## src/srg_pkg.sv

```systemverilog
// ----------------------------------------------------------------------------
// srg_pkg
// Shared widths, operation codes, register indexes and types for the stepper
// ramp generator.
// ----------------------------------------------------------------------------
package srg_pkg;

  // Velocity format: signed Q3.VEL_FRAC_BITS
  localparam int VEL_FRAC_BITS = 16;
  localparam int VEL_W         = VEL_FRAC_BITS + 4;
  localparam int CFG_W         = 16;
  localparam int STEP_W        = 31;
  localparam int HS_W          = STEP_W + 3;
  localparam int POS_WIDTH     = 48;
  localparam int OP_W          = 2;
  localparam int CFG_IDX_W     = 2;

  // Serial unit widths
  localparam int DIV_W = CFG_W + VEL_FRAC_BITS;
  localparam int K_W   = HS_W + 2;
  localparam int ACC_W = K_W + CFG_W + 1;
  localparam int VN_W  = ACC_W + 2;
  localparam int CNT_W = $clog2(DIV_W + 1);

  localparam logic [OP_W-1:0] OP_TICK  = 2'd0;
  localparam logic [OP_W-1:0] OP_START = 2'd1;
  localparam logic [OP_W-1:0] OP_STOP  = 2'd2;

  localparam logic [CFG_IDX_W-1:0] CFG_MIN_PERIOD = 2'd0;
  localparam logic [CFG_IDX_W-1:0] CFG_MAX_PERIOD = 2'd1;
  localparam logic [CFG_IDX_W-1:0] CFG_RAMP_RATE  = 2'd2;
  localparam logic [CFG_IDX_W-1:0] CFG_SPEED_TOL  = 2'd3;

  localparam logic [CFG_W-1:0] MIN_PERIOD_RST = 16'd15000;
  localparam logic [CFG_W-1:0] MAX_PERIOD_RST = 16'd10000;
  localparam logic [CFG_W-1:0] RAMP_RATE_RST  = 16'd262;
  localparam logic [CFG_W-1:0] SPEED_TOL_RST  = 16'd6554;

  typedef struct packed {
    logic start;
    logic mul;
  } srg_cmd_t;

endpackage

```

## src/srg_if.sv

```systemverilog
// ----------------------------------------------------------------------------
// srg_if
// Valid/ready channels carrying command items and result items.
// ----------------------------------------------------------------------------
interface srg_in_if;
  import srg_pkg::*;
  logic                        valid;
  logic                        ready;
  logic [OP_W-1:0]             op;
  logic signed [VEL_W-1:0]     goal_speed;
  logic [STEP_W-1:0]           step_count;

  modport source (output valid, output op, output goal_speed, output step_count,
                  input ready);
  modport sink   (input valid, input op, input goal_speed, input step_count,
                  output ready);
endinterface

interface srg_out_if;
  import srg_pkg::*;
  logic                        valid;
  logic                        ready;
  logic                        step_level;
  logic                        dir_level;
  logic [CFG_W-1:0]            tick_period;
  logic                        period_changed;
  logic                        moving;
  logic                        move_done;
  logic signed [POS_WIDTH-1:0] position;

  modport source (output valid, output step_level, output dir_level,
                  output tick_period, output period_changed, output moving,
                  output move_done, output position, input ready);
  modport sink   (input valid, input step_level, input dir_level,
                  input tick_period, input period_changed, input moving,
                  input move_done, input position, output ready);
endinterface

```

## src/srg_serial_unit.sv

```systemverilog
// ----------------------------------------------------------------------------
// srg_serial_unit
// Shared shift-and-add unit: restoring divide (one quotient bit a cycle) or
// signed-by-unsigned multiply (one multiplier bit a cycle) on one adder.
// ----------------------------------------------------------------------------
module srg_serial_unit (
  input  logic                              clk,
  input  logic                              rst_n,
  input  srg_pkg::srg_cmd_t                 cmd,
  input  logic [srg_pkg::DIV_W-1:0]         dividend,
  input  logic [srg_pkg::VEL_W-1:0]         divisor,
  input  logic signed [srg_pkg::K_W-1:0]    mcand,
  input  logic [srg_pkg::CFG_W-1:0]         mplier,
  output logic                              done,
  output logic [srg_pkg::DIV_W-1:0]         quot,
  output logic signed [srg_pkg::ACC_W-1:0]  prod
);
  import srg_pkg::*;

  logic                    busy_r;
  logic                    mul_r;
  logic                    done_r;
  logic [CNT_W-1:0]        cnt_r;
  logic [DIV_W-1:0]        q_r;
  logic [VEL_W-1:0]        rem_r;
  logic [VEL_W-1:0]        dvs_r;
  logic signed [K_W-1:0]   mc_r;
  logic signed [ACC_W-1:0] acc_r;

  logic [VEL_W:0]          shifted;
  logic [ACC_W-1:0]        opa;
  logic [ACC_W-1:0]        opb;
  logic                    cin;
  logic [ACC_W-1:0]        sum;

  // one adder serves both operations
  always_comb begin
    shifted = {rem_r, q_r[DIV_W-1]};
    if (mul_r) begin
      opa = {acc_r[ACC_W-2:0], 1'b0};
      opb = q_r[DIV_W-1] ? {{(ACC_W-K_W){mc_r[K_W-1]}}, mc_r} : '0;
      cin = 1'b0;
    end else begin
      opa = {{(ACC_W-VEL_W-1){1'b0}}, shifted};
      opb = ~{{(ACC_W-VEL_W){1'b0}}, dvs_r};
      cin = 1'b1;
    end
    sum = opa + opb + {{(ACC_W-1){1'b0}}, cin};
  end

  always_ff @(posedge clk) begin
    if (!rst_n) begin
      busy_r <= 1'b0;
      done_r <= 1'b0;
      mul_r  <= 1'b0;
      cnt_r  <= '0;
    end else begin
      done_r <= 1'b0;
      if (cmd.start) begin
        busy_r <= 1'b1;
        mul_r  <= cmd.mul;
        cnt_r  <= cmd.mul ? CNT_W'(CFG_W) : CNT_W'(DIV_W);
        q_r    <= cmd.mul ? {mplier, {(DIV_W-CFG_W){1'b0}}} : dividend;
        rem_r  <= '0;
        acc_r  <= '0;
        dvs_r  <= divisor;
        mc_r   <= mcand;
      end else if (busy_r) begin
        if (mul_r) begin
          acc_r <= $signed(sum);
          q_r   <= {q_r[DIV_W-2:0], 1'b0};
        end else begin
          // keep the trial difference when it did not borrow
          rem_r <= sum[ACC_W-1] ? shifted[VEL_W-1:0] : sum[VEL_W-1:0];
          q_r   <= {q_r[DIV_W-2:0], ~sum[ACC_W-1]};
        end
        cnt_r <= cnt_r - CNT_W'(1);
        if (cnt_r == CNT_W'(1)) begin
          busy_r <= 1'b0;
          done_r <= 1'b1;
        end
      end
    end
  end

  assign done = done_r;
  assign quot = q_r;
  assign prod = acc_r;

endmodule

```

## src/stepper_ramp_generator.sv

```systemverilog
// Sequence: S_IDLE accepts an item and S_EVAL decodes it. A start with a window division
// runs S_WDIV; a running tick runs S_MUL for the multiply inside the deceleration window,
// S_PER for the period step when the velocity changes, S_PDIV for the period division
// when the velocity is nonzero, and S_STEP. Other items go straight to S_OUT, which
// registers the result. Throughput: one item at a time; the next is taken back in S_IDLE.
// Reset: synchronous active-low; registers to defaults, motion state cleared.
// ----------------------------------------------------------------------------
// stepper_ramp_generator
// Trapezoidal ramp generator for a stepper drive: takes start, tick and stop
// items and returns step/direction levels, tick period and position per item.
// ----------------------------------------------------------------------------
module stepper_ramp_generator (
  input  logic                          clk,
  input  logic                          rst_n,
  srg_in_if.sink                        in_ch,
  srg_out_if.source                     out_ch,
  input  logic                          cfg_we,
  input  logic [srg_pkg::CFG_IDX_W-1:0] cfg_idx,
  input  logic [srg_pkg::CFG_W-1:0]     cfg_wdata
);
  import srg_pkg::*;

  typedef enum logic [3:0] {
    S_IDLE, S_EVAL, S_WDIV, S_MUL, S_PER, S_PDIV, S_STEP, S_OUT
  } state_t;

  // configuration registers
  logic [CFG_W-1:0] min_period_r, max_period_r, rate_r, tol_r;

  // sequencer and latched item
  state_t                  state_r;
  logic [OP_W-1:0]         op_r;
  logic signed [VEL_W-1:0] spd_r;
  logic [STEP_W-1:0]       steps_r;

  // motion state
  logic signed [VEL_W-1:0]     vel_r;
  logic signed [VEL_W-1:0]     tgt_r;
  logic signed [HS_W-1:0]      cnt_r;
  logic signed [HS_W-1:0]      goal_r;
  logic [VEL_W-1:0]            win_r;
  logic                        run_r;
  logic [POS_WIDTH-1:0]        pos_r;
  logic [CFG_W-1:0]            period_r;

  // per-item flags
  logic step_f_r, dir_f_r, changed_f_r, done_f_r;

  // result register
  logic                 out_valid_r;
  logic                 o_step_r, o_dir_r, o_changed_r, o_moving_r, o_done_r;
  logic [CFG_W-1:0]     o_period_r;
  logic [POS_WIDTH-1:0] o_pos_r;

  // serial unit hookup
  srg_cmd_t                unit_cmd;
  logic [DIV_W-1:0]        unit_dividend;
  logic [VEL_W-1:0]        unit_divisor;
  logic signed [K_W-1:0]   unit_mcand;
  logic                    unit_done;
  logic [DIV_W-1:0]        unit_quot;
  logic signed [ACC_W-1:0] unit_prod;

  // helpers
  logic                    vel_pos, tgt_pos, spd_pos;
  logic [VEL_W:0]          spd_abs, tgt_abs, vel_abs;
  logic signed [VEL_W+1:0] win_diff;
  logic                    win_need_div;
  logic [HS_W-1:0]         goal_mag;
  logic signed [HS_W:0]    gc_diff;
  logic [HS_W:0]           remaining, cnt_abs, goal_abs;
  logic                    in_decel;
  logic signed [K_W-1:0]   k_val;
  logic signed [VEL_W:0]   tv_diff;
  logic [VEL_W:0]          tv_abs;
  logic                    ramp_need;
  logic signed [VN_W-1:0]  vn_decel, vn_ramp, mag_decel;
  logic signed [HS_W-1:0]  cnt_step;
  logic                    start_ok;

  function automatic logic signed [VEL_W-1:0] sat_vel(input logic signed [VN_W-1:0] x);
    logic [VN_W-VEL_W:0] hi;
    hi = x[VN_W-1:VEL_W-1];
    if ((&hi) || !(|hi)) begin
      sat_vel = x[VEL_W-1:0];
    end else begin
      sat_vel = x[VN_W-1] ? {1'b1, {(VEL_W-1){1'b0}}} : {1'b0, {(VEL_W-1){1'b1}}};
    end
  endfunction

  // cap at max_period, then floor at 1
  function automatic logic [CFG_W-1:0] limit_period(input logic [DIV_W-1:0] p,
                                                    input logic [CFG_W-1:0] pmax);
    logic [CFG_W-1:0] c;
    c = (p > DIV_W'(pmax)) ? pmax : p[CFG_W-1:0];
    limit_period = (c == '0) ? CFG_W'(1) : c;
  endfunction

  always_comb begin
    vel_pos = !vel_r[VEL_W-1] && (vel_r != '0);
    tgt_pos = !tgt_r[VEL_W-1] && (tgt_r != '0);
    spd_pos = !spd_r[VEL_W-1] && (spd_r != '0);
    spd_abs = spd_r[VEL_W-1] ? ((VEL_W+1)'(0) - {spd_r[VEL_W-1], spd_r}) : {1'b0, spd_r};
    tgt_abs = tgt_r[VEL_W-1] ? ((VEL_W+1)'(0) - {tgt_r[VEL_W-1], tgt_r}) : {1'b0, tgt_r};
    vel_abs = vel_r[VEL_W-1] ? ((VEL_W+1)'(0) - {vel_r[VEL_W-1], vel_r}) : {1'b0, vel_r};
    start_ok = (spd_r != '0) && (steps_r != '0);
    goal_mag = HS_W'({steps_r, 1'b0});

    // deceleration window: (|speed| - tolerance) / rate
    win_diff     = $signed({1'b0, spd_abs}) - $signed({2'b00, tol_r});
    win_need_div = !win_diff[VEL_W+1] && (win_diff != '0);

    // half-steps left and window test
    gc_diff   = $signed({goal_r[HS_W-1], goal_r}) - $signed({cnt_r[HS_W-1], cnt_r});
    remaining = gc_diff[HS_W] ? ((HS_W+1)'(0) - gc_diff) : gc_diff;
    in_decel  = remaining <= (HS_W+1)'(win_r);
    cnt_abs   = cnt_r[HS_W-1] ? ((HS_W+1)'(0) - {cnt_r[HS_W-1], cnt_r})
                              : {1'b0, cnt_r};
    goal_abs  = goal_r[HS_W-1] ? ((HS_W+1)'(0) - {goal_r[HS_W-1], goal_r})
                               : {1'b0, goal_r};
    k_val     = $signed({1'b0, cnt_abs}) - $signed({1'b0, goal_abs})
              + $signed({{(K_W-VEL_W){1'b0}}, win_r});

    // ramp test toward target
    tv_diff   = $signed({tgt_r[VEL_W-1], tgt_r}) - $signed({vel_r[VEL_W-1], vel_r});
    tv_abs    = tv_diff[VEL_W] ? ((VEL_W+1)'(0) - tv_diff) : tv_diff;
    ramp_need = tv_abs > (VEL_W+1)'(tol_r);
    vn_ramp   = (!tv_diff[VEL_W])
              ? (VN_W'(vel_r) + $signed({{(VN_W-CFG_W){1'b0}}, rate_r}))
              : (VN_W'(vel_r) - $signed({{(VN_W-CFG_W){1'b0}}, rate_r}));

    // linear fall inside the window
    mag_decel = $signed({{(VN_W-VEL_W-1){1'b0}}, tgt_abs}) - VN_W'(unit_prod);
    vn_decel  = tgt_pos ? mag_decel : -mag_decel;

    cnt_step  = vel_pos ? (cnt_r + HS_W'(1)) : (cnt_r - HS_W'(1));
  end

  // serial unit commands
  always_comb begin
    unit_cmd      = '0;
    unit_dividend = {{(DIV_W-VEL_W-1){1'b0}}, win_diff[VEL_W:0]};
    unit_divisor  = VEL_W'(rate_r);
    unit_mcand    = k_val;
    case (state_r)
      S_EVAL: begin
        if (op_r == OP_START && start_ok && rate_r != '0 && win_need_div) begin
          unit_cmd.start = 1'b1;
        end else if (op_r == OP_TICK && run_r && in_decel) begin
          unit_cmd.start = 1'b1;
          unit_cmd.mul   = 1'b1;
        end
      end
      S_PER: begin
        unit_dividend = {min_period_r, {VEL_FRAC_BITS{1'b0}}};
        unit_divisor  = vel_abs[VEL_W-1:0];
        unit_cmd.start = (vel_r != '0);
      end
      default: begin
        unit_cmd = '0;
      end
    endcase
  end

  srg_serial_unit u_unit (
    .clk      (clk),
    .rst_n    (rst_n),
    .cmd      (unit_cmd),
    .dividend (unit_dividend),
    .divisor  (unit_divisor),
    .mcand    (unit_mcand),
    .mplier   (rate_r),
    .done     (unit_done),
    .quot     (unit_quot),
    .prod     (unit_prod)
  );

  // configuration writes
  always_ff @(posedge clk) begin
    if (!rst_n) begin
      min_period_r <= MIN_PERIOD_RST;
      max_period_r <= MAX_PERIOD_RST;
      rate_r       <= RAMP_RATE_RST;
      tol_r        <= SPEED_TOL_RST;
    end else if (cfg_we) begin
      case (cfg_idx)
        CFG_MIN_PERIOD: min_period_r <= cfg_wdata;
        CFG_MAX_PERIOD: max_period_r <= cfg_wdata;
        CFG_RAMP_RATE:  rate_r       <= cfg_wdata;
        CFG_SPEED_TOL:  tol_r        <= cfg_wdata;
        default: begin
        end
      endcase
    end
  end

  // sequencer, motion state and result register
  always_ff @(posedge clk) begin
    if (!rst_n) begin
      state_r     <= S_IDLE;
      vel_r       <= '0;
      tgt_r       <= '0;
      cnt_r       <= '0;
      goal_r      <= '0;
      win_r       <= '0;
      run_r       <= 1'b0;
      pos_r       <= '0;
      period_r    <= MIN_PERIOD_RST;
      out_valid_r <= 1'b0;
      step_f_r    <= 1'b0;
      dir_f_r     <= 1'b0;
      changed_f_r <= 1'b0;
      done_f_r    <= 1'b0;
    end else begin
      // drop the result once taken
      if (out_valid_r && out_ch.ready) begin
        out_valid_r <= 1'b0;
      end
      case (state_r)
        S_IDLE: begin
          if (in_ch.valid) begin
            op_r        <= in_ch.op;
            spd_r       <= in_ch.goal_speed;
            steps_r     <= in_ch.step_count;
            step_f_r    <= 1'b0;
            dir_f_r     <= 1'b0;
            changed_f_r <= 1'b0;
            done_f_r    <= 1'b0;
            state_r     <= S_EVAL;
          end
        end
        S_EVAL: begin
          state_r <= S_OUT;
          case (op_r)
            OP_START: begin
              if (start_ok) begin
                goal_r <= spd_pos ? $signed(goal_mag) : $signed(HS_W'(0) - goal_mag);
                cnt_r  <= '0;
                tgt_r  <= spd_r;
                run_r  <= 1'b1;
                if (rate_r == '0) begin
                  win_r <= '1;
                end else if (win_need_div) begin
                  state_r <= S_WDIV;
                end else begin
                  win_r <= '0;
                end
              end
            end
            OP_STOP: begin
              run_r    <= 1'b0;
              cnt_r    <= '0;
              vel_r    <= '0;
              done_f_r <= 1'b1;
            end
            OP_TICK: begin
              if (run_r) begin
                if (in_decel) begin
                  state_r <= S_MUL;
                end else if (ramp_need) begin
                  vel_r   <= sat_vel(vn_ramp);
                  state_r <= S_PER;
                end else begin
                  state_r <= S_STEP;
                end
              end
            end
            default: begin
              state_r <= S_OUT;
            end
          endcase
        end
        S_WDIV: begin
          if (unit_done) begin
            win_r   <= unit_quot[VEL_W-1:0];
            state_r <= S_OUT;
          end
        end
        S_MUL: begin
          if (unit_done) begin
            vel_r   <= sat_vel(vn_decel);
            state_r <= S_PER;
          end
        end
        S_PER: begin
          changed_f_r <= 1'b1;
          if (vel_r == '0) begin
            period_r <= limit_period(DIV_W'(max_period_r), max_period_r);
            state_r  <= S_STEP;
          end else begin
            state_r  <= S_PDIV;
          end
        end
        S_PDIV: begin
          if (unit_done) begin
            period_r <= limit_period(unit_quot, max_period_r);
            state_r  <= S_STEP;
          end
        end
        S_STEP: begin
          // levels reflect the count before the advance
          step_f_r <= ~cnt_r[0];
          dir_f_r  <= vel_pos;
          pos_r    <= vel_pos ? (pos_r + POS_WIDTH'(1)) : (pos_r - POS_WIDTH'(1));
          if (cnt_step == goal_r) begin
            cnt_r       <= '0;
            vel_r       <= '0;
            run_r       <= 1'b0;
            period_r    <= limit_period(DIV_W'(min_period_r), max_period_r);
            changed_f_r <= 1'b1;
            done_f_r    <= 1'b1;
          end else begin
            cnt_r <= cnt_step;
          end
          state_r <= S_OUT;
        end
        S_OUT: begin
          // hold until the result register is free
          if (!out_valid_r || out_ch.ready) begin
            out_valid_r <= 1'b1;
            o_step_r    <= step_f_r;
            o_dir_r     <= dir_f_r;
            o_period_r  <= period_r;
            o_changed_r <= changed_f_r;
            o_moving_r  <= run_r;
            o_done_r    <= done_f_r;
            o_pos_r     <= pos_r;
            state_r     <= S_IDLE;
          end
        end
        default: begin
          state_r <= S_IDLE;
        end
      endcase
    end
  end

  assign in_ch.ready           = (state_r == S_IDLE);
  assign out_ch.valid          = out_valid_r;
  assign out_ch.step_level     = o_step_r;
  assign out_ch.dir_level      = o_dir_r;
  assign out_ch.tick_period    = o_period_r;
  assign out_ch.period_changed = o_changed_r;
  assign out_ch.moving         = o_moving_r;
  assign out_ch.move_done      = o_done_r;
  assign out_ch.position       = $signed(o_pos_r);

endmodule
```

## src/flat_wrapper.sv

```systemverilog
// flat-port wrapper written by rule: the top's interface ports become plain ports
module stepper_ramp_generator_flat import srg_pkg::*;
  (clk, rst_n, cfg_we, cfg_idx, cfg_wdata, in_ch_valid, in_ch_op, in_ch_goal_speed, in_ch_step_count, in_ch_ready, out_ch_valid, out_ch_step_level, out_ch_dir_level, out_ch_tick_period, out_ch_period_changed, out_ch_moving, out_ch_move_done, out_ch_position, out_ch_ready);
  srg_in_if in_ch_i ();
  srg_out_if out_ch_i ();
  input  logic clk;
  input  logic rst_n;
  input  logic cfg_we;
  input  logic [srg_pkg::CFG_IDX_W-1:0] cfg_idx;
  input  logic [srg_pkg::CFG_W-1:0] cfg_wdata;
  input wire logic [$bits(in_ch_i.valid)-1:0] in_ch_valid;
  input wire logic [$bits(in_ch_i.op)-1:0] in_ch_op;
  input wire logic [$bits(in_ch_i.goal_speed)-1:0] in_ch_goal_speed;
  input wire logic [$bits(in_ch_i.step_count)-1:0] in_ch_step_count;
  output wire logic [$bits(in_ch_i.ready)-1:0] in_ch_ready;
  output wire logic [$bits(out_ch_i.valid)-1:0] out_ch_valid;
  output wire logic [$bits(out_ch_i.step_level)-1:0] out_ch_step_level;
  output wire logic [$bits(out_ch_i.dir_level)-1:0] out_ch_dir_level;
  output wire logic [$bits(out_ch_i.tick_period)-1:0] out_ch_tick_period;
  output wire logic [$bits(out_ch_i.period_changed)-1:0] out_ch_period_changed;
  output wire logic [$bits(out_ch_i.moving)-1:0] out_ch_moving;
  output wire logic [$bits(out_ch_i.move_done)-1:0] out_ch_move_done;
  output wire logic [$bits(out_ch_i.position)-1:0] out_ch_position;
  input wire logic [$bits(out_ch_i.ready)-1:0] out_ch_ready;
  assign in_ch_i.valid = in_ch_valid;
  assign in_ch_i.op = in_ch_op;
  assign in_ch_i.goal_speed = in_ch_goal_speed;
  assign in_ch_i.step_count = in_ch_step_count;
  assign in_ch_ready = in_ch_i.ready;
  assign out_ch_valid = out_ch_i.valid;
  assign out_ch_step_level = out_ch_i.step_level;
  assign out_ch_dir_level = out_ch_i.dir_level;
  assign out_ch_tick_period = out_ch_i.tick_period;
  assign out_ch_period_changed = out_ch_i.period_changed;
  assign out_ch_moving = out_ch_i.moving;
  assign out_ch_move_done = out_ch_i.move_done;
  assign out_ch_position = out_ch_i.position;
  assign out_ch_i.ready = out_ch_ready;
  stepper_ramp_generator u_core (.clk(clk), .rst_n(rst_n), .in_ch(in_ch_i), .out_ch(out_ch_i), .cfg_we(cfg_we), .cfg_idx(cfg_idx), .cfg_wdata(cfg_wdata));
endmodule
```

## config.mk

```make
export PLATFORM = sky130hd
export DESIGN_NAME = stepper_ramp_generator_flat
export DESIGN_NICKNAME = d
export VERILOG_FILES = /design/src/srg_pkg.sv /design/src/srg_if.sv /design/src/srg_serial_unit.sv /design/src/stepper_ramp_generator.sv /design/src/flat_wrapper.sv
export SDC_FILE = /design/constraint.sdc
export NUM_CORES = 2
export LEC_CHECK = 0
export BUFFER_PORTS_ARGS = -buffer_cell sky130_fd_sc_hd__buf_4
export CAP_MARGIN = 15
export CORE_MARGIN = 3
export CORE_UTILIZATION = 40
export CTS_CLUSTER_DIAMETER = 30
export DETAILED_ROUTE_END_ITERATION = 8
export PLACE_DENSITY = 0.59
export SLEW_MARGIN = 15
export SYNTH_ARGS = -nofsm -noshare
export SYNTH_HDL_FRONTEND = slang
export SYNTH_SLANG_ARGS = --single-unit
```

## constraint.sdc

```tcl
create_clock -name clk -period 22.5 [get_ports clk]
set_clock_uncertainty 0.2 [all_clocks]
set_input_delay 2.25 -clock clk [delete_from_list [all_inputs] [get_ports clk]]
set_output_delay 2.25 -clock clk [all_outputs]
set_load 0.01 [all_outputs]
```

==> impl_metrics.yaml <==
timing:
  hold_viol: 0
  period_needed_ns: 9.35
  fmax_ghz: 0.107
  maxSlewViolCount: 0
  setup_violations: 0
  slew-limit-headroom: 0.239
  final.setup.tns_ns: 0
  finalCritPeriodShare: 0.416
  rsz0062_at_grt: "no"
  hold_slack_ns: 0.226
  worst_pin_slew_ns: 1.14
layout:
  multi_input_area_sq_um: 30900
  fin_util: 0.471
  nets: 6231
  regArea_sq_um: 13900
  area_growth_pct: 16.8
  nFillCells: 11315
  design_area_sq_um: 54800
  drive_gt1_frac: 0.0982
synthesis:
  synth-seq-cells: 555
  synth.largest_area_cell: "edfxtp_1"
  syn_avg_cell_area_sq_um: 8.29
  ys_seq_area_frac: 0.297
  synth.top_cell.area_share: 0.181
  synth_edf_count: 283
  synth_area_leaders: "edfxtp_1 (18%), dfxtp_1 (12%), ha_1 (9.8%)"
  synthCells: 5664
  ys.flop_type: "edfxtp_1"
  synth_area_sq_um: 47000
  synthArstFlopShare: 0
  synth.distinct_cells: 110
  synth_warnings: 0
placed_design:
  placed_area_sq_um: 49400
  place.gp.congestion: 0.932
  portBuffers: 146
  hpwl_um: 118000
drt:
  vias: 43548
  post_drt_via_cell_ratio: 5.88
  dr.pass1.iters: 6
  drt_iter0_drc: 4080
  route.antenna.remaining_nets: 0
  route.detailed.drc: 0
  wl_per_cell_um: 20.9
  drt-total-wl_um: 155000
setup_path:
  critPathArrivalTime_ns: 9.72
  critPathKind: "register to register"
  start_kind: "register"
  cp-end-kind: "register"
  worstSetupPathDepth: 26
  critPathSlowestCell: "a21boi_2"
  ff2ff_path_depth: 26
  cp.required_ns: 22.87
  crit_path_max_incr_delay_ns: 0.92
  cp_top_family: "simple AND/OR/NAND/NOR gates"
  worst-path-max-fanout: 62
  critPathBufInv: 4
clock_network:
  clockBufferDepth: 3
  path_clk_slew_ns: 0.05
  post_cts_buffers: 0
  clock_latency_ns: 0.77
  numCtsBuffers: 146
  cts_hold_buf: 0
  cts_root_buf: "clkbuf_16"
  clock-sinks: 555
  ctsResizeCount: 0
  cts_tree: "yes"
  cts.htree.levels: 4
power_and_ir_drop:
  irDropWorstVdd_v: 0.000212
  p_seq_frac: 0.155
  swShare: 0.474
  power_density_nw_per_um2: 187
  internal_power_w: 0.00539
  p_comb_frac: 0.627
  switchingPower_w: 0.00487
  fin_total_pwr_w: 0.0103
  power_frac_clock: 0.218
  power_leakage_nw: 21.9
floorplanning:
  fp.coreArea_sq_um: 116000
  fp.dieH_um: 349
  io_pins: 147
  fp.dieArea_sq_um: 122000
  initial_utilization: 0.404
  die_w_um: 349
  fp-row-count: 125
run_status:
  status: "finished, final reports clean"
grt:
  grt_max_degree: 105
  grt_usage: 0.249
  grt_pass1_wl_um: 240000
  overflow: 0
  grt_pass1_vias: 41127
  antenna_found_initial: 1
worst_hold_path:
  hold_path.class: "register to register"
  hold_path_depth: 0
flow_run:
  maxCapViolations: 0
## through the flow
step	instances	setup WS (ns)
final	7409	13.15
after global placement	7134	13.37
after detailed placement	7134	13.25
after global routing	7408	12.74
after floorplan	5666	13.67
after CTS	7408	13.23
## final timing paths
| check | from | end | slack (ns) |
|---|---|---|---|
| worst min-delay path | u_core.period_r[7]$_SDFFE_PN1P_ | u_core.out_ch.tick_period[7]$_DFFE_PP_ | 0.23 |
| worst max-delay path | u_core.vel_r[1]$_SDFFE_PN0P_ | u_core.vel_r[4]$_SDFFE_PN0P_ | 13.15 |
| worst max register to register | u_core.vel_r[1]$_SDFFE_PN0P_ | u_core.vel_r[4]$_SDFFE_PN0P_ | 13.15 |
| worst min register to register | u_core.period_r[7]$_SDFFE_PN1P_ | u_core.out_ch.tick_period[7]$_DFFE_PP_ | 0.23 |
## worst register-to-register path, cell delays in order (launching register included)
cell       delay [ns]
dfxtp_1          0.34
inv_1            0.20
ha_1             0.27
nand4_1          0.13
nand2b_1         0.21
nand2b_1         0.20
nor2_1           0.14
nand2_1          0.16
nand2_4          0.34
buf_4            0.69
ha_1             0.49
xnor2_1          0.31
a21oi_1          0.22
or4_1            0.55
a311oi_1         0.26
nand4_1          0.11
or4_1            0.49
a2111oi_0        0.85
nand4_1          0.18
or4_1            0.56
a2111oi_4        0.21
buf_4            0.24
nor2_2           0.11
a311oi_2         0.20
buf_4            0.33
a21boi_2         0.94
a221oi_1         0.23
## registers in the layout, summed over array words and instances, names as in the netlist, 20 cells and up
| register | cells |
|---|---|
| u_core.u_unit.prod | 53 |
| u_core.u_unit.quot | 32 |
| u_core.cnt_r | 34 |
| u_core.u_unit.dvs_r | 20 |
| u_core.win_r | 20 |
| u_core.steps_r | 31 |
| u_core.goal_r | 32 |
| u_core.tgt_r | 20 |
| u_core.out_ch.position | 48 |
| u_core.pos_r | 48 |
| u_core.u_unit.mc_r | 36 |
| u_core.u_unit.rem_r | 20 |
| u_core.vel_r | 20 |
| u_core.spd_r | 20 |
## Yosys cell counts (67+ instances only)
library cell	count
nand3_1	126
or3_1	68
nand2_1	603
o31ai_1	69
dfxtp_1	272
nand4_1	75
ha_1	369
inv_1	312
nor3_1	128
nor2_1	449
edfxtp_1	283
xnor2_1	324
o21a_1	69
a21o_1	140
nor4_1	67
nand2b_1	88
and2_1	91
a21oi_1	442
xor2_1	171
a211oi_1	93
clkbuf_1	203
o21ai_0	279
## metal layers
layer  GRT usage  up-vias  share of wire
li1            -    21083              -
met1       0.352    20775           0.46
met2       0.384     1458           0.44
met3      0.0469      232          0.075
met4      0.0717        0          0.025
met5           0        -              0
## power by group through the flow
stage / Clock [W] / Combinational [W] / Sequential, W
6_report: 0.00223 / 0.00643 / 0.00159
5_1_grt: 0.00232 / 0.00711 / 0.00161
4_1_cts: 0.00227 / 0.00635 / 0.00158
3_5_place_dp: 0 / 0.00629 / 0.00160
3_3_place_gp: 0 / 0.00627 / 0.00159
2_1_floorplan: 0 / 0.00485 / 0.00149
## cell type report
cell class,count,area share
diodes,1,0.0000456
flip-flops and latches,555,0.254
multi-input cells,4546,0.564
clock buffers,178,0.0720
clock inverters,96,0.0263
inverters,314,0.0216
well taps,1524,0.0348
repair buffers,195,0.0267
## cell usage in the layout, fill, tap and decap left out, drive strengths merged, types with 28 or more instances in the layout
master,n
or3,68
nand3,126
a21o,140
nor3,129
clkinv,50
or4,38
a211oi,95
xor2,171
clkbuf,178
a31oi,62
nor2,450
fa,28
nand2,603
o21bai,28
nand2b,88
a311oi,39
o211ai,59
o41ai,35
edfxtp,283
inv,325
a221oi,32
a21oi,442
mux2i,40
ha,369
nor2b,62
o31ai,71
and3,48
o21ai,286
nor4,73
nand4,77
or2,42
o21a,69
buf,195
dfxtp,272
and2,94
xnor2,324
## cell families (layout without fill, tap and decap cells)
group	count (synthesis)	after routing	share of synthesized area
buffers and inverters	565	783	0.0469
flip-flops	555	555	0.297
other	2	5	0.000160
adder cells (fa/ha/maj)	397	397	0.110
XOR/XNOR	497	497	0.0933
AO/OA/AOI/OAI	1620	1620	0.234
multiplexers	48	48	0.0104
AND/OR/NAND/NOR	1980	1980	0.208
No activity file was read; power rests on OpenSTA's default activity.
